--- src/rtl/sia_pkg.sv ---
// ----------------------------------------------------------------------------
// sia_pkg
// Shared types, codes and sizes for the spectrum insert and accumulate core.
// ----------------------------------------------------------------------------
package sia_pkg;

  localparam int MAX_DIM_DEF     = 64;
  localparam int VALUE_WIDTH_DEF = 32;

  localparam int CFG_W        = 7;
  localparam int CFG_IDX_W    = 3;
  localparam int DIM_W        = CFG_W;
  localparam int POS_W        = 6;
  localparam int COEF_W       = 32;
  localparam int MODE_W       = 2;
  localparam int FINE_INDEX_W = 18;
  localparam int STATUS_W     = 2;
  localparam int S_TDATA_W    = 88;
  localparam int M_TDATA_W    = 88;

  localparam int QUEUE_DEPTH  = 4;
  localparam int OUT_DEPTH    = 2;

  localparam logic [CFG_W-1:0] FINE_RST   = 7'd64;
  localparam logic [CFG_W-1:0] COARSE_RST = 7'd32;

  typedef enum logic [CFG_IDX_W-1:0] {
    REG_FINE_X,
    REG_FINE_Y,
    REG_FINE_Z,
    REG_COARSE_X,
    REG_COARSE_Y,
    REG_COARSE_Z
  } reg_idx_t;

  localparam logic [MODE_W-1:0] MODE_ADD   = 2'd0;
  localparam logic [MODE_W-1:0] MODE_READ  = 2'd1;
  localparam logic [MODE_W-1:0] MODE_CLEAR = 2'd2;

  localparam logic [STATUS_W-1:0] STATUS_OK    = 2'd0;
  localparam logic [STATUS_W-1:0] STATUS_RANGE = 2'd1;
  localparam logic [STATUS_W-1:0] STATUS_SAT   = 2'd2;

  // Classified operation handed from the front to the back
  typedef enum logic [1:0] {
    OP_ADD,
    OP_READ,
    OP_CLEAR,
    OP_BAD
  } op_t;

  typedef struct packed {
    op_t                      op;
    logic signed [COEF_W-1:0] coef_re;
    logic signed [COEF_W-1:0] coef_im;
  } item_t;

  typedef struct packed {
    logic [STATUS_W-1:0]      status;
    logic signed [COEF_W-1:0] value_im;
    logic signed [COEF_W-1:0] value_re;
    logic [FINE_INDEX_W-1:0]  fine_index;
  } result_t;

  // Entries per accumulator plane for a given largest grid size
  function automatic int acc_depth(input int dim);
    return dim * dim * ((dim >> 1) + 1);
  endfunction

endpackage

--- src/rtl/sia_front.sv ---
// ----------------------------------------------------------------------------
// sia_front
// Configuration registers, coordinate checks and coarse-to-fine mapping, and
// the two multiply stages that form the linear fine-grid address.
// ----------------------------------------------------------------------------
module sia_front #(
  parameter int MAX_DIM = sia_pkg::MAX_DIM_DEF,
  parameter int ADDR_W  = 18
) (
  input  logic                           clk,
  input  logic                           rst,
  // configuration writes
  input  logic                           cfg_valid,
  output logic                           cfg_ready,
  input  logic [sia_pkg::CFG_IDX_W-1:0]  cfg_index,
  input  logic [sia_pkg::CFG_W-1:0]      cfg_data,
  // incoming items
  input  logic                           in_valid,
  output logic                           in_ready,
  input  logic [sia_pkg::MODE_W-1:0]     mode,
  input  logic [sia_pkg::POS_W-1:0]      pos_x,
  input  logic [sia_pkg::POS_W-1:0]      pos_y,
  input  logic [sia_pkg::POS_W-1:0]      pos_z,
  input  logic signed [sia_pkg::COEF_W-1:0] coef_re,
  input  logic signed [sia_pkg::COEF_W-1:0] coef_im,
  input  logic                           clearing,
  // classified items towards the queue
  output logic                           out_valid,
  input  logic                           out_ready,
  output sia_pkg::item_t                 out_item,
  output logic [ADDR_W-1:0]              out_idx
);

  import sia_pkg::*;

  localparam int EXT_W  = CFG_W + 1;
  localparam int ROW_W  = 2 * DIM_W;
  localparam int PROD_W = ROW_W + DIM_W;

  logic [CFG_W-1:0] fine_x, fine_y, fine_z;
  logic [CFG_W-1:0] coarse_x, coarse_y, coarse_z;
  logic [DIM_W-1:0] nx, ny, nz, cx, cy, cz;
  logic [DIM_W-1:0] nx2, cx2;

  logic             adv;
  logic             in_acc;

  // classification
  logic [DIM_W:0]   map_y, map_z;
  logic [DIM_W-1:0] px, py, pz;
  logic [DIM_W-1:0] fy_c, fz_c;
  op_t              op_c;

  // stage registers
  logic             v1, v2, v3;
  op_t              s1_op, s2_op;
  logic [DIM_W-1:0] s1_fx, s1_fy, s1_fz, s2_fx;
  logic [ROW_W-1:0] s2_row;
  item_t            s1_item, s2_item, s3_item;
  logic [ADDR_W-1:0] s3_idx;
  logic [PROD_W-1:0] prod;

  function automatic logic [CFG_W-1:0] clamp_dim(input logic [CFG_W-1:0] v);
    return (int'(v) > MAX_DIM) ? CFG_W'(MAX_DIM) : v;
  endfunction

  // Coarse y or z index to fine; top bit set when it lands inside the grid
  function automatic logic [DIM_W:0] map_axis(input logic [POS_W-1:0] c,
                                               input logic [CFG_W-1:0] cs,
                                               input logic [CFG_W-1:0] fs);
    logic [EXT_W-1:0] c_w;
    logic [EXT_W-1:0] half;
    logic [EXT_W-1:0] hi_sum;
    logic [EXT_W-1:0] f;
    logic             ok;
    c_w    = EXT_W'(c);
    half   = EXT_W'(cs >> 1) + 1'b1;
    hi_sum = EXT_W'(fs) + c_w;
    ok     = c_w < EXT_W'(cs);
    if (c_w < half) begin
      f = c_w;
    end else begin
      ok = ok && (hi_sum >= EXT_W'(cs));
      f  = hi_sum - EXT_W'(cs);
    end
    ok = ok && (f < EXT_W'(fs));
    return {ok, f[DIM_W-1:0]};
  endfunction

  assign cfg_ready = 1'b1;

  always_ff @(posedge clk) begin
    if (rst) begin
      fine_x   <= FINE_RST;
      fine_y   <= FINE_RST;
      fine_z   <= FINE_RST;
      coarse_x <= COARSE_RST;
      coarse_y <= COARSE_RST;
      coarse_z <= COARSE_RST;
    end else if (cfg_valid && cfg_ready) begin
      unique case (cfg_index)
        REG_FINE_X:   fine_x   <= cfg_data;
        REG_FINE_Y:   fine_y   <= cfg_data;
        REG_FINE_Z:   fine_z   <= cfg_data;
        REG_COARSE_X: coarse_x <= cfg_data;
        REG_COARSE_Y: coarse_y <= cfg_data;
        REG_COARSE_Z: coarse_z <= cfg_data;
        default: ;
      endcase
    end
  end

  assign nx  = clamp_dim(fine_x);
  assign ny  = clamp_dim(fine_y);
  assign nz  = clamp_dim(fine_z);
  assign cx  = clamp_dim(coarse_x);
  assign cy  = clamp_dim(coarse_y);
  assign cz  = clamp_dim(coarse_z);
  assign nx2 = (nx >> 1) + 1'b1;
  assign cx2 = (cx >> 1) + 1'b1;

  assign adv      = !v3 || out_ready;
  assign in_ready = adv && !clearing;
  assign in_acc   = in_valid && in_ready;

  assign px    = DIM_W'(pos_x);
  assign py    = DIM_W'(pos_y);
  assign pz    = DIM_W'(pos_z);
  assign map_y = map_axis(pos_y, cy, ny);
  assign map_z = map_axis(pos_z, cz, nz);

  always_comb begin
    op_c = OP_BAD;
    fy_c = py;
    fz_c = pz;
    unique case (mode) inside
      MODE_ADD: begin
        fy_c = map_y[DIM_W-1:0];
        fz_c = map_z[DIM_W-1:0];
        if (px < cx2 && px < nx2 && map_y[DIM_W] && map_z[DIM_W]) begin
          op_c = OP_ADD;
        end
      end
      MODE_READ, MODE_CLEAR: begin
        if (px < nx2 && py < ny && pz < nz) begin
          op_c = (mode == MODE_READ) ? OP_READ : OP_CLEAR;
        end
      end
      default: op_c = OP_BAD;
    endcase
  end

  always_ff @(posedge clk) begin
    if (rst) begin
      v1 <= 1'b0;
      v2 <= 1'b0;
      v3 <= 1'b0;
    end else if (adv) begin
      v1 <= in_acc;
      v2 <= v1;
      v3 <= v2;
    end
  end

  assign prod = PROD_W'(s2_row) * PROD_W'(nx2) + PROD_W'(s2_fx);

  always_ff @(posedge clk) begin
    if (adv) begin
      // classify
      s1_op           <= op_c;
      s1_fx           <= px;
      s1_fy           <= fy_c;
      s1_fz           <= fz_c;
      s1_item.op      <= op_c;
      s1_item.coef_re <= coef_re;
      s1_item.coef_im <= coef_im;
      // row = z * ny + y
      s2_op           <= s1_op;
      s2_fx           <= s1_fx;
      s2_row          <= ROW_W'(s1_fz) * ROW_W'(ny) + ROW_W'(s1_fy);
      s2_item         <= s1_item;
      // index = row * (nx/2 + 1) + x
      s3_idx          <= (s2_op == OP_BAD) ? '0 : ADDR_W'(prod);
      s3_item         <= s2_item;
    end
  end

  assign out_valid = v3;
  assign out_item  = s3_item;
  assign out_idx   = s3_idx;

endmodule

--- config.mk ---
export PLATFORM = sky130hd
export DESIGN_NAME = sia_front
export DESIGN_NICKNAME = d
export VERILOG_FILES = /design/src/rtl/sia_pkg.sv /design/src/rtl/sia_front.sv
export SDC_FILE = /design/constraint.sdc
export NUM_CORES = 1
export LEC_CHECK = 0
export BUFFER_PORTS_ARGS = -buffer_cell sky130_fd_sc_hd__buf_2
export CAP_MARGIN = 10
export CORE_AREA = 8 8 188 190
export DETAILED_ROUTE_END_ITERATION = 10
export DIE_AREA = 0 0 196 198
export PLACE_DENSITY = 0.74
export RECOVER_POWER = 25
export SLEW_MARGIN = 5
export SYNTH_ARGS = -nofsm -noshare
export SYNTH_HDL_FRONTEND = slang
export SYNTH_SLANG_ARGS = --single-unit
--- constraint.sdc ---
create_clock -name clk -period 10.1 [get_ports clk]
set_input_delay 1.01 -clock clk [delete_from_list [all_inputs] [get_ports clk]]
set_output_delay 1.01 -clock clk [all_outputs]
set_load 0.01 [all_outputs]
==> results.md <==
* DR WL met2 at 16400 µm
* HP Class: register to register
* Post-CTS Repair Setup Buffers at 0
* Crit end category: register
* Routed Antenna Nets at 0
* Worst Path Required at 10.41 ns
* CTS root buf: clkbuf_16
* Crit-path max cell delay at 0.91 ns
* Pre-Repair DR Iteration Count at 6
* Die X-Extent at 196 µm
* Crit start category: register
* Longest Clk Path Bufs at 3
* # resized after CTS at 0
* Slew Viols, Final at 0
* GRT Total Usage at 17.2%
* Synth area leaders: edfxtp_1 44%, ha_1 12%, fa_1 11%, dfxtp_1 4.9%, inv_1 4.1%
* M1 WL at 15000 µm
* Worst-Margin Slew at 1.15 ns
* Reg-to-Reg Start: fine_x[6]$_SDFFE_PP1P_
* Sinks on Clock Net at 299
* Worst path slowest cell: xnor2_1
* Post-synthesis cell type with the largest combined area: edfxtp_1
* CTS H-tree depth at 1
* Post-CTS Hold Buffers at 0
* Commonest non-fill, non-tap cells in the layout: 256 x edfxtp_1, 190 x inv_1, 185 x buf_2
* Leakage at 8.83 nW
* Register area share after synthesis at 49.1%
* Final Hold Vio Count at 0
* First-pass GRT wire length at 55100 µm
* Clock transition at path regs at 0.06 ns
* Worst slew margin at 22.7%
* Synthesis-stage register bit count at 299
* Unrepaired setup endpoints after global routing: false
* DIE HEIGHT at 198 µm
* Crit-path max FO at 16
* Port bufs at 185
* TritonCTS Buffers at 31
* Remaining DRCs at 0
* CORE AREA at 32200 µm²
* PnR worst setup slack at 3.80 ns
* CTS tree: yes
* DP Worst Slack at 3.81 ns
* GP Congestion at 0.900
* Largest net degree at the start of global routing at 164
* Die ar. at 38800 µm²
* Max Clk Rate at 159 MHz
* Setup Skew at 0.0141 ns
* Final cell utilization of the core at 61.6%
* Initial Util at 54.1%
* ANT cells at 0
* WL met3 at 1910 µm
* Total Power at 3.31 mW
* Ys async rst share at 0%
* Worst ir drop on vdd at 139 µV
* Detailed-route via count at 10915
* Fin Hold WS at 0.410 ns
* Top sig layer: met4
* Synth Warn # at 0
* Crit path kind: register to register
* Period utilization at 62.4%
* Max cap viols at 0
* Initial antenna violation count at 0
* WL/cell at 16.3 µm
* FF-to-FF End: out_idx[15]$_SDFFCE_PN0N_
* Post-route cell area at 19800 µm²
* Final-layout fill cell count at 2568
* Cell Area, Placed at 18800 µm²
* Cell Pwr Density at 167 nW/µm²
* Cells after DPL at 2023
* Routed wire length at 33900 µm
* Rows at 66
* Dpl hpwl at 26000 µm
* Most common cell after layout, fill and taps aside: edfxtp_1
* Layout Cells excl Fill at 2078
* CP Cell Sequence: nand2b_1, inv_1, ha_1, xnor2_1, nand2_1, fa_1, inv_1, fa_1, inv_1, fa_1, fa_1, inv_1, ha_1, a21o_1, a2111o_1, a21o_1, a41oi_2, xor2_1, nor2_1
* Syn_area_per_cell at 12.1 µm²
* Setup-failing EPs final at 0
* Synth Instances at 1443
* Crit path to: out_idx[15]$_SDFFCE_PN0N_
* Layout cell share with drive strength beyond 1 at 15.5%
* Post-synth top area share at 44.1%
* Post-Synthesis Cell Area at 17400 µm²
* Arrival time worst endpoint at 6.60 ns
* Synth cell types at 65
* R2r worst-path depth at 19
* Setup TNS at 0 ns
* Vias per inst at 5.25
* Drt first-iter violations at 557
* Hold path start: s2_item[14]$_DFFE_PN_
* P&R area growth vs syn at 13.8%
* Vias in the first global route at 11130
* Worst Setup SP: fine_x[6]$_SDFFE_PP1P_
* Status: complete, no violations
* Worst-Skew Late Latency at 0.57 ns
* Top FF cell, synth: edfxtp_1
* GRT overflow at 0
* EDFF count, synth at 256
* FF-to-FF setup slack at 3.80 ns
* Num ports at 187
* Post-layout net count at 2007
* Tmin final at 6.30 ns
-- worst max-delay path, delay by kind of cell, from the launching register on --
family / cells / cell delay, ns
xor+xnor: 2 / 1.06
simple gates: 3 / 0.67
flops: 1 / 0.42
compound gates: 4 / 1.02
buf+inv: 4 / 0.24
fa+ha+maj: 6 / 2.63
-- cell type report --
| type | instances | area [µm²] | area share [%] |
|---|---|---|---|
| multi-input cells | 934 | 8080 | 40.8 |
| well taps | 408 | 510 | 2.57 |
| clock buffers | 35 | 791 | 3.99 |
| flip-flops and latches | 299 | 8550 | 43.1 |
| clock inverters | 20 | 206 | 1.04 |
| inverters | 193 | 732 | 3.69 |
| repair buffers | 189 | 956 | 4.82 |
-- power breakdown --
| part | leakage (nW) | total (mW) | switching, mW | internal (mW) |
|---|---|---|---|---|
| logic | 5.28 | 0.693 | 0.395 | 0.299 |
| clock network | 0.480 | 1.10 | 0.461 | 0.641 |
| registers | 3.07 | 1.52 | 0.0493 | 1.47 |
| total | 8.83 | 3.31 | 0.905 | 2.41 |
-- synthesized netlist by cell type, types with 4 or more instances --
library cell and count:
fa_1 98, a211o_1 8, o31ai_1 7, a31oi_1 7, a211oi_1 6, xnor2_1 33
nor3_1 21, clkbuf_1 24, nand3_1 12, xor2_1 17, or3_1 7, and2_1 89
o31a_1 4, a21oi_1 30, nor4_1 6, edfxtp_1 256, and3_1 10, inv_1 191
nand2b_1 19, o21bai_1 5, o21a_1 21, o21ai_1 8, o21ai_0 23, nand4_1 9
nor2b_1 28, nor2_1 92, nand2_1 100, ha_1 161, mux2_2 8, mux2i_1 31
a21o_1 14, dfxtp_1 43
-- layer usage --
metal / GRT usage [%] / up-vias
met5: 0 / -
met4: 3.99 / 0
met3: 3.19 / 52
li1: - / 5349
met2: 30.0 / 243
met1: 22.2 / 5271
-- sequential cells by signal, summed over array words and instances, names as in the netlist, 7 cells and up --
register,flops
s2_row,14
fine_z,7
out_idx,18
s1_item,66
out_item,66
s2_item,66
coarse_z,7
fine_y,7
s1_fz,7
coarse_y,7
s1_fy,7
-- how the worst min path moves through the flow --
| stage | cells past startpoint | slack [ns] | end |
|---|---|---|---|
| finish | 0 | 0.41 | out_item[14]$_DFFE_PN_ |
| global route | 0 | 0.42 | s2_item[19]$_DFFE_PN_ |
| CTS | 0 | 0.40 | out_item[14]$_DFFE_PN_ |
| detailed placement | 0 | 0.40 | out_item[18]$_DFFE_PN_ |
| global placement | 0 | 0.40 | out_item[16]$_DFFE_PN_ |
| floorplan | 0 | 0.40 | out_item[0]$_DFFE_PN_ |
-- logic make-up after synthesis --
kind of cell	after synthesis	share of synthesized area [%]
compound gates	164	6.58
simple gates	410	11.9
flops	299	49.1
buf+inv	220	4.77
other cells	2	0.0431
fa+ha+maj	259	22.8
xor+xnor	50	2.51
mux	39	2.30
Power figures use the tool's default switching activity.
