### src/rtl/sia_queue.sv
// ----------------------------------------------------------------------------
// sia_queue
// Small register FIFO used between front and back and ahead of the output.
// ----------------------------------------------------------------------------
module sia_queue #(
  parameter int WIDTH = 8,
  parameter int DEPTH = 4
) (
  input  logic             clk,
  input  logic             rst,
  input  logic             push,
  input  logic [WIDTH-1:0] din,
  output logic             full,
  input  logic             pop,
  output logic [WIDTH-1:0] dout,
  output logic             valid
);

  localparam int PTR_W = (DEPTH > 1) ? $clog2(DEPTH) : 1;
  localparam int CNT_W = $clog2(DEPTH + 1);

  logic [WIDTH-1:0] mem [DEPTH];
  logic [PTR_W-1:0] wr_ptr;
  logic [PTR_W-1:0] rd_ptr;
  logic [CNT_W-1:0] count;
  logic             do_push;
  logic             do_pop;

  assign full    = (count == CNT_W'(DEPTH));
  assign valid   = (count != '0);
  assign dout    = mem[rd_ptr];
  assign do_push = push && !full;
  assign do_pop  = pop && valid;

  always_ff @(posedge clk) begin
    if (do_push) begin
      mem[wr_ptr] <= din;
    end
  end

  always_ff @(posedge clk) begin
    if (rst) begin
      wr_ptr <= '0;
      rd_ptr <= '0;
      count  <= '0;
    end else begin
      if (do_push) begin
        wr_ptr <= (wr_ptr == PTR_W'(DEPTH - 1)) ? '0 : wr_ptr + 1'b1;
      end
      if (do_pop) begin
        rd_ptr <= (rd_ptr == PTR_W'(DEPTH - 1)) ? '0 : rd_ptr + 1'b1;
      end
      case ({do_push, do_pop})
        2'b10:   count <= count + 1'b1;
        2'b01:   count <= count - 1'b1;
        default: count <= count;
      endcase
    end
  end

endmodule

### config.mk
export PLATFORM = sky130hd
export DESIGN_NAME = sia_queue
export DESIGN_NICKNAME = d
export VERILOG_FILES = /design/src/rtl/sia_queue.sv
export SDC_FILE = /design/constraint.sdc
export NUM_CORES = 1
export LEC_CHECK = 0
export BUFFER_PORTS_ARGS = -buffer_cell sky130_fd_sc_hd__buf_2
export CAP_MARGIN = 20
export CORE_AREA = 4 4 58 60
export DETAILED_ROUTE_END_ITERATION = 8
export DIE_AREA = 0 0 62 64
export GPL_ROUTABILITY_DRIVEN = 0
export GPL_TIMING_DRIVEN = 0
export PLACE_DENSITY = 0.9
export SLEW_MARGIN = 20
export SYNTH_ARGS = -nofsm -noshare
export SYNTH_HDL_FRONTEND = slang
export SYNTH_SLANG_ARGS = --single-unit
### constraint.sdc
create_clock -name clk -period 5.55 [get_ports clk]
set_input_delay 1.11 -clock clk [delete_from_list [all_inputs] [get_ports clk]]
set_output_delay 1.11 -clock clk [all_outputs]
set_load 0.1 [all_outputs]
==> flow_summary_export.csv, run 1 <==
group,metric,value,unit
clock_tree,root_buffer,"clkbuf_4",
clock_tree,post_cts_buffers,0,
sta,final-max-slew-violation-count,0,
place,place_inst,149,
synth,synth_largest_area_cell,"edfxtp_1",
synth,synthArstFlopShare,0,%
run_status,outcome,"complete, no violations",
pwr,power,1.06,mW
routing,drtIter0Drc,29,
finish,final_cell_count_no_fill,157,
setup_path,path_cells,"buf_2 -> mux4_2 -> buf_2",
sta,fmax,345,MHz
sta,slew_headroom,65.8,%
floorplan,initial_utilization,56.4,%
setup_path,crit_buf_inv,2,
synth,ys_types,27,
routing,vias,865,
global_route,grt_pass1_wl,4.17,mm
sta,final_hold_viol_count,0,
synth,avgSynthCellArea,17.2,µm²
floorplan,die_y,64,µm
setup_path,crit_type,"register to primary output",
clock_tree,clock_latency,340,ps
place,dp_hpwl,1.84,mm
setup_path,cp.arrival,1790,ps
finish,antenna_cells,0,
setup_path,slowest_delay,550,ps
sta,fin_tns_setup,0,ps
global_route,antenna_found_initial,0,
finish,multi_input_area,455,µm²
clock_tree,post_cts_resized,0,
pwr,power.density,561,nW/µm²
synth,synthTopCellsByArea,"edfxtp_1 (58%), dfxtp_1 (11%), mux4_2 (11%), ha_1 (4.5%), inv_1 (1.8%)",
setup_path,reg2reg_slack,3010,ps
sta,setup_violations,0,
finish,finalNetCount,142,
setup_path,r2r-start,"count[2]",
floorplan,dieArea,3970,µm²
sta,worst_pin_slew,508,ps
synth,synthCells,96,
synth,synth_seq_area_share,69.1,%
routing,firstDrtPassIters,4,
sta,holdWs,515,ps
floorplan,core_area,2930,µm²
setup_path,worstRegToRegCells,10,
finish,post-route-util,64.7,%
finish,seqCellArea,1140,µm²
finish,areaGrowthSynthToFinish,14.8,%
synth,synth_flop_cell,"edfxtp_1",
hold_path,min_path_cells,2,
sta,skew,2.79,ps
pwr,peakVddDrop,456,µV
setup_path,slowest_stage,"mux4_2",
finish,fill_cells,214,
hold_path,hp-start,"rd_ptr[0]",
routing,final_antenna_net_count,0,
synth,synth_edf_count,32,
clock_tree,cts.clk_slew.worst_paths,110,ps
synth,syn_nets,115,
hold_path,whs_endpoint,"rd_ptr[0]",
setup_path,crit_family,"buffers and inverters",
sta,timing.final.crit_period,2900,ps
synth,synth.top_cell.area_share,58.2,%
clock_tree,holdBufCountCts,0,
clock_tree,cts_sinks,41,
run,drv_cap,0,
global_route,grt_max_degree,14,
pwr,p_leak,0.726,nW
floorplan,io_pins,22,
hold_path,hold_class,"register to register",
finish,fin_area,1890,µm²
routing,wire_per_inst,16.3,µm
synth,synthesis.area,1650,µm²
clock_tree,cts_buffer_depth,2,
routing,routed_wl,2.56,mm
setup_path,crit_path_start_kind,"register",
floorplan,rows,20,
synth,synth-seq-cells,41,
setup_path,r2r-end,"count[2]",
finish,final_layout_size_suffix_gt1_share,35.5,%
synth,synth_warnings,0,
sta,rsz0062_at_grt,"no",
global_route,grt-ovfl-total,0,
setup_path,path_common_cell,"buf_2",
setup_path,critical_path_required,4440,ps
clock_tree,cts_buffers,5,
clock_tree,htreeDepth,2,
sta,min_period_over_period,52.3,%
setup_path,worstPathMaxFanout,8,
floorplan,die_x,62,µm
routing,drt-vias-per-instance,5.51,
routing,drcViolationCount,0,
place,placed_area,1790,µm²
place,place_ws,2670,ps
sta,worst_slack,2650,ps
global_route,grt_usage,15.2,%
global_route,grt_pass1_vias,911,
clock_tree,cts_tree,"built",
setup_path,cp-end-kind,"primary output",
place,io_buffers,20,
## where the power goes
group          leakage [nW]  internal (mW)  total (mW)  switching (mW)
Combinational         0.303          0.107       0.438           0.331
Clock                0.0552          0.139       0.232          0.0926
Sequential            0.367          0.373       0.393          0.0199
Total                 0.726          0.619        1.06           0.443
## registers in the layout, summed over array words and instances (netlist names), named ones only
| name | count |
|---|---|
| wr_ptr | 2 |
| count | 3 |
| mem | 32 |
| rd_ptr | 2 |
## layout by cell type (no fill, tap or decap), drive strengths merged
cell    Yosys  layout
a21oi       4       4
nand2       1       1
xor2        2       2
or3         3       3
mux2i       1       1
fa          1       1
or3b        1       1
clkinv      0       1
inv         8       8
a21o        1       1
dfxtp       9       9
buf         3      23
clkbuf      1       6
edfxtp     32      32
mux4        8       8
nand3       2       2
ha          6       6
nor3        1       1
and3        4       4
nor2        4       4
o31ai       2       2
bufinv      0       2
o21ai       1       1
and2        1       1
## cell type report
| cell class | instances | area share [%] |
|---|---|---|
| flip-flops and latches | 41 | 60.2 |
| multi-input cells | 43 | 24.0 |
| repair buffers | 20 | 5.28 |
| clock buffers | 5 | 1.98 |
| well taps | 33 | 2.18 |
| plain buffers | 4 | 1.25 |
| inverters | 8 | 1.59 |
| clock inverters | 3 | 3.43 |
## worst register-to-register path, cell delays in order, from the launching register on
cell and delay (ps):
dfxtp_1 410, or3b_1 380, buf_6 140, and2_4 160
inv_1 50, ha_1 190, inv_1 70, fa_1 370
xor2_1 160, or3_2 410, a21oi_1 140
## cell families after synthesis
kind of cell	count (synthesis)	synth area share, %
AND/OR/NAND/NOR	17	6.06
XOR/XNOR	2	1.06
buffers and inverters	12	3.26
flip-flops	41	69.1
AO/OA/AOI/OAI	8	3.18
adder cells (fa/ha/maj)	7	5.76
multiplexers	9	11.5
## cell usage after synthesis (2+ instances only)
cell,instances
a21oi_1,4
and3_1,2
and3_2,2
dfxtp_1,9
edfxtp_1,32
ha_1,6
inv_1,8
mux4_2,8
nand3_1,2
nor2_1,4
or3_2,2
xor2_1,2
## layer usage
metal  GRT usage [%]  wire [µm]  vias up
li1                -          -      415
met5               0          0        -
met4            7.16         54        0
met1            17.0       1040      426
met3            5.45        113        6
met2            25.0       1350       18
## how the worst max path moves through the flow
stage | start | endpoint | slack (ps) | depth (start not counted)
6_report | register | dout[4] | 2650 | 3
5_1_grt | register | dout[4] | 2520 | 3
4_1_cts | register | dout[4] | 2610 | 3
3_5_place_dp | push | count[2] | 2670 | 9
3_3_place_gp | push | count[2] | 2760 | 9
2_1_floorplan | push | count[2] | 2950 | 8
Note: power is estimated with default switching activity, not from simulation.
==> inputs of run 2 (changes only) <==
Settings changed: ABC_AREA set to 1, CORE_AREA 4 4 58 60 to 4 4 61 63, DIE_AREA 0 0 62 64 to 0 0 65 67, PLACE_DENSITY 0.9 to 0.85.
Clock period 5.55 ns to 2.95 ns, I/O delays scaled along.
==> run 2 against run 1 <==
Effect of this change: clock skew up 3.0 ps; highest routed layer unchanged; die area up 9.8%; final area up 1.2%; area after synthesis up 3.3%; global-route usage up 1.0 points; critical endpoint is now dout[2]; critical path depth up 1; non-clock buffer count down 1; wire length up 15%.
==> flow_summary_export.csv, run 2 <==
group,metric,value,unit
synth,synth_largest_area_cell,"edfxtp_1",
sta,skew,5.80,ps
setup_path,cp-end-kind,"primary output",
sta,fmax,413,MHz
clock_tree,post_cts_resized,0,
synth,synth_warnings,0,
place,dp_hpwl,2.09,mm
setup_path,crit_type,"register to primary output",
global_route,grt-ovfl-total,0,
sta,slew_headroom,46.2,%
global_route,grt_max_degree,12,
routing,final_antenna_net_count,0,
synth,avgSynthCellArea,11.6,µm²
synth,yosysMostFrequentCell,"edfxtp_1",
run,drv_cap,0,
finish,final_common_cell,"edfxtp_1",
setup_path,crit_path_start_kind,"register",
clock_tree,cts_sinks,41,
synth,ys_types,19,
setup_path,critical_path_required,2360,ps
finish,top_regs,"mem x32, count x3",
clock_tree,htreeDepth,2,
global_route,antenna_found_initial,0,
sta,setup_violations,0,
clock_tree,cts_buffer_depth,2,
setup_path,slowest_delay,460,ps
hold_path,hold_class,"input port to register",
finish,final_cell_count_no_fill,222,
sta,min_period_over_period,82.0,%
synth,synth_edf_count,32,
place,place_inst,214,
clock_tree,cts_tree,"built",
routing,vias,1121,
finish,final_layout_size_suffix_gt1_share,21.0,%
synth,synthesis.area,1710,µm²
sta,rsz0062_at_grt,"no",
setup_path,slowest_stage,"buf_2",
clock_tree,root_buffer,"clkbuf_4",
routing,drcViolationCount,0,
floorplan,io_pins,22,
finish,top_register,"mem",
global_route,grt_pass1_wl,5.21,mm
clock_tree,holdBufCountCts,0,
clock_tree,cts_buffers,5,
synth,synth_seq_area_share,66.9,%
finish,finalNetCount,194,
finish,mostFrequentLayoutCells,"edfxtp_1 (32), nor2_1 (28), buf_2 (21), inv_1 (18), o21ai_0 (14)",
synth,synth.top_cell.area_share,56.3,%
setup_path,cp.arrival,1830,ps
finish,areaGrowthSynthToFinish,12.4,%
place,io_buffers,21,
clock_tree,post_cts_buffers,0,
routing,drt-vias-per-instance,5.05,
synth,synthArstFlopShare,0,%
synth,synth-seq-cells,41,
global_route,grt_usage,16.3,%
finish,largest_register_ffs,32,
routing,firstDrtPassIters,4,
setup_path,worstPathMaxFanout,9,
floorplan,dieArea,4360,µm²
sta,fin_tns_setup,0,ps
floorplan,die_y,67,µm
sta,final_hold_viol_count,0,
finish,fill_cells,276,
sta,final-max-slew-violation-count,0,
synth,synthTopCellsByArea,"edfxtp_1 (56%), dfxtp_1 (11%), nor2_1 (6.2%), ha_1 (4.4%), o21ai_0 (4.1%)",
sta,worst_pin_slew,804,ps
clock_tree,cts.clk_slew.worst_paths,110,ps
run_status,outcome,"complete, no violations",
synth,synthCells,147,
synth,syn_nets,166,
synth,yosys-top-cells-count,"edfxtp_1 (32), nor2_1 (28), inv_1 (18)",
sta,timing.final.crit_period,2420,ps
routing,drtIter0Drc,32,
floorplan,initial_utilization,52.8,%
routing,wire_per_inst,13.3,µm
routing,routed_wl,2.95,mm
clock_tree,clock_latency,330,ps
floorplan,die_x,65,µm
floorplan,rows,21,
setup_path,path_cells,"inv_1 -> o21ai_0 -> o22ai_1 -> buf_2",
global_route,grt_pass1_vias,1184,
finish,antenna_cells,0,
floorplan,core_area,3230,µm²
synth,synth_flop_cell,"edfxtp_1",
## run 2: cell count changes in the layout (fill, tap and decap cells not counted), sizes merged, moves of 3 or more
cell / change
o21ai: +17
o22ai: +8
mux4: -8
nand2: +13
inv: +11
or3: -3
nor2: +26
and3: -4
## run 2: area by class of cell
cell class	count	area (µm²)	area share, %
Buffer	2	22.5	1.17
Multi-Input combinational cell	85	470	24.5
Inverter	19	71.3	3.72
Sequential cell	41	1140	59.5
Clock buffer	8	48.8	2.55
Timing Repair Buffer	21	105	5.48
Tap cell	46	57.6	3.00
## run 2: critical path, delay by kind of cell (launching register included)
| kind | cells | cell delay, ps |
|---|---|---|
| DFF | 1 | 440 |
| buffers and inverters | 2 | 740 |
| AOI/OAI and AO/OA | 2 | 320 |
## run 2: metal layers
metal / vias to the layer above / GRT usage (%) / share of wire (%)
met5: - / 0 / 0
met3: 2 / 6.58 / 6.8
met2: 34 / 28.6 / 52
met1: 528 / 17.9 / 40
li1: 557 / - / -
met4: 0 / 5.01 / 0.91
## run 2: per-stage QoR
| step | util [%] | setup slack (ps) | hold WS (ps) | area (µm²) |
|---|---|---|---|---|
| floorplan | - | 255 | 483 | 1710 |
| global route | 59.3 | 411 | 437 | 1920 |
| detailed placement | 57.8 | 949 | 516 | 1870 |
| CTS | 59.3 | 543 | 440 | 1920 |
| finish | 59.3 | 530 | 459 | 1920 |
| global placement | 57.8 | 965 | 510 | 1870 |
## run 2: cells by family (layout without fill, tap and decap cells)
logic type,after synthesis,in the layout,synth area share (%)
DFF,41,41,66.9
AOI/OAI and AO/OA,30,30,10.1
and+or+nand+nor,48,48,12.0
buffers and inverters,21,50,5.50
adders and majority gates,7,7,5.58
## run 2: worst paths after layout
| path | start | endpoint | slack (ps) | cells after the start |
|---|---|---|---|---|
| worst min register to register | rd_ptr[1] | rd_ptr[1] | 530 | 2 |
| worst max-delay path | register | dout[2] | 530 | 4 |
| worst max register to register | count[1] | count[2] | 1100 | 12 |
| worst min-delay path | din[6] | mem[3][6] | 460 | 1 |
Power of run 2 is left out: the tool's default activity adds up to more than one toggle a clock period on the data nets, which glitch-free logic cannot reach.
==> inputs of run 3 (changes only) <==
Settings changed: CORE_AREA 4 4 61 63 to 4 4 64 66, DIE_AREA 0 0 65 67 to 0 0 68 70, PLACE_DENSITY 0.85 to 0.81.
Clock period 2.95 ns to 2.2 ns, I/O delays scaled along.
==> run 3 against run 2 <==
Effect of this change: setup slack worse by 400 ps; sequential share of layout area decreased by 2.2 points; global-route usage decreased by 1.9 points; critical path type unchanged.
==> flow_summary_export.csv, run 3 (synthesized netlist as in run 2, its figures left out) <==
group,metric,value,unit
routing,final_antenna_net_count,0,
setup_path,r2r-start,"count[1]",
setup_path,cp.arrival,1630,ps
finish,finalNetCount,194,
global_route,antenna_found_initial,0,
clock_tree,cts_sinks,41,
global_route,grt_max_degree,12,
sta,final_hold_viol_count,0,
clock_tree,htreeDepth,2,
finish,areaGrowthSynthToFinish,16.7,%
run,drv_cap,0,
setup_path,worstPathMaxFanout,10,
global_route,grt_usage,14.3,%
sta,setup_violations,0,
clock_tree,cts_tree,"built",
global_route,grt_pass1_wl,4.97,mm
floorplan,initial_utilization,47.7,%
sta,slew_headroom,45.4,%
global_route,grt_pass1_vias,1171,
finish,final_common_cell,"edfxtp_1",
setup_path,crit_type,"register to primary output",
finish,largest_register_ffs,32,
sta,fin_tns_setup,0,ps
routing,drt-vias-per-instance,5.07,
hold_path,hp-start,"din[4]",
place,io_buffers,21,
floorplan,rows,22,
routing,drcViolationCount,0,
routing,wire_per_inst,14.2,µm
finish,top_regs,"mem x32, count x3",
sta,worst_pin_slew,816,ps
routing,vias,1135,
hold_path,hold_class,"input port to register",
floorplan,die_x,68,µm
setup_path,crit_path_start_kind,"register",
run_status,outcome,"complete, no violations",
sta,min_period_over_period,94.3,%
clock_tree,cts_buffer_depth,2,
clock_tree,root_buffer,"clkbuf_4",
finish,seqCellArea,1140,µm²
setup_path,cp-end-kind,"primary output",
clock_tree,cts.clk_slew.worst_paths,110,ps
finish,mostFrequentLayoutCells,"edfxtp_1 (32), nor2_1 (28), inv_1 (18), o21ai_0 (14), buf_2 (13)",
finish,fill_cells,328,
sta,holdWs,311,ps
place,dp_hpwl,2.29,mm
sta,timing.final.crit_period,2070,ps
finish,multi_input_area,520,µm²
sta,skew,8.98,ps
sta,fmax,482,MHz
floorplan,io_pins,22,
routing,firstDrtPassIters,4,
sta,final-max-slew-violation-count,0,
routing,routed_wl,3.18,mm
finish,final_layout_size_suffix_gt1_share,25.6,%
clock_tree,clock_latency,340,ps
sta,rsz0062_at_grt,"no",
finish,top_register,"mem",
floorplan,dieArea,4760,µm²
clock_tree,cts_buffers,5,
floorplan,die_y,70,µm
finish,antenna_cells,0,
routing,drtIter0Drc,62,
floorplan,core_area,3580,µm²
global_route,grt-ovfl-total,0,
setup_path,critical_path_required,1760,ps
-- run 3: worst max-delay path, stage by stage, from the launching register on --
cell	delay [ps]
dfxtp_1	520
inv_2	140
buf_6	170
nor2_1	130
o22ai_2	100
buf_4	240
-- run 3: final timing paths --
path         cells past startpoint         to  slack, ps
max                              5    dout[6]        130
min                              1  mem[2][4]        310
max reg2reg                     11   count[2]        380
min reg2reg                      4  rd_ptr[0]        560
-- run 3: metal layers --
metal / global-route usage (%) / part of all wire (%)
met1: 14.6 / 39
met2: 25.5 / 54
met3: 5.95 / 6.1
met4: 4.86 / 0.94
met5: 0 / 0
-- run 3: repair_timing --
| item | 4_1_cts | 5_1_grt |
|---|---|---|
| setup endpoints to repair | 8 | 0 |
| buffers inserted | 0 | 0 |
| hold buffers | 0 | 0 |
| gates resized for setup | 8 | 0 |
-- run 3: area by class of cell --
class,count,area share [%]
buffer,2,1.13
sequential,41,57.4
clock buffer,8,2.45
inverter,19,3.58
multi-input combinational,85,26.2
timing repair buffer,21,6.29
tap,48,3.02
-- run 3: through the flow --
step | worst slack (ps) | instance area (µm²) | util, % | std cells
5_1_grt | 15.4 | 1990 | 55.6 | 224
2_1_floorplan | 195 | 1760 | - | 147
3_5_place_dp | 341 | 1920 | 53.7 | 216
3_3_place_gp | 365 | 1920 | 53.7 | 216
4_1_cts | 75.1 | 1990 | 55.6 | 224
6_report | 126 | 1990 | 55.6 | 224
Power of run 3 is left out for the same reason.
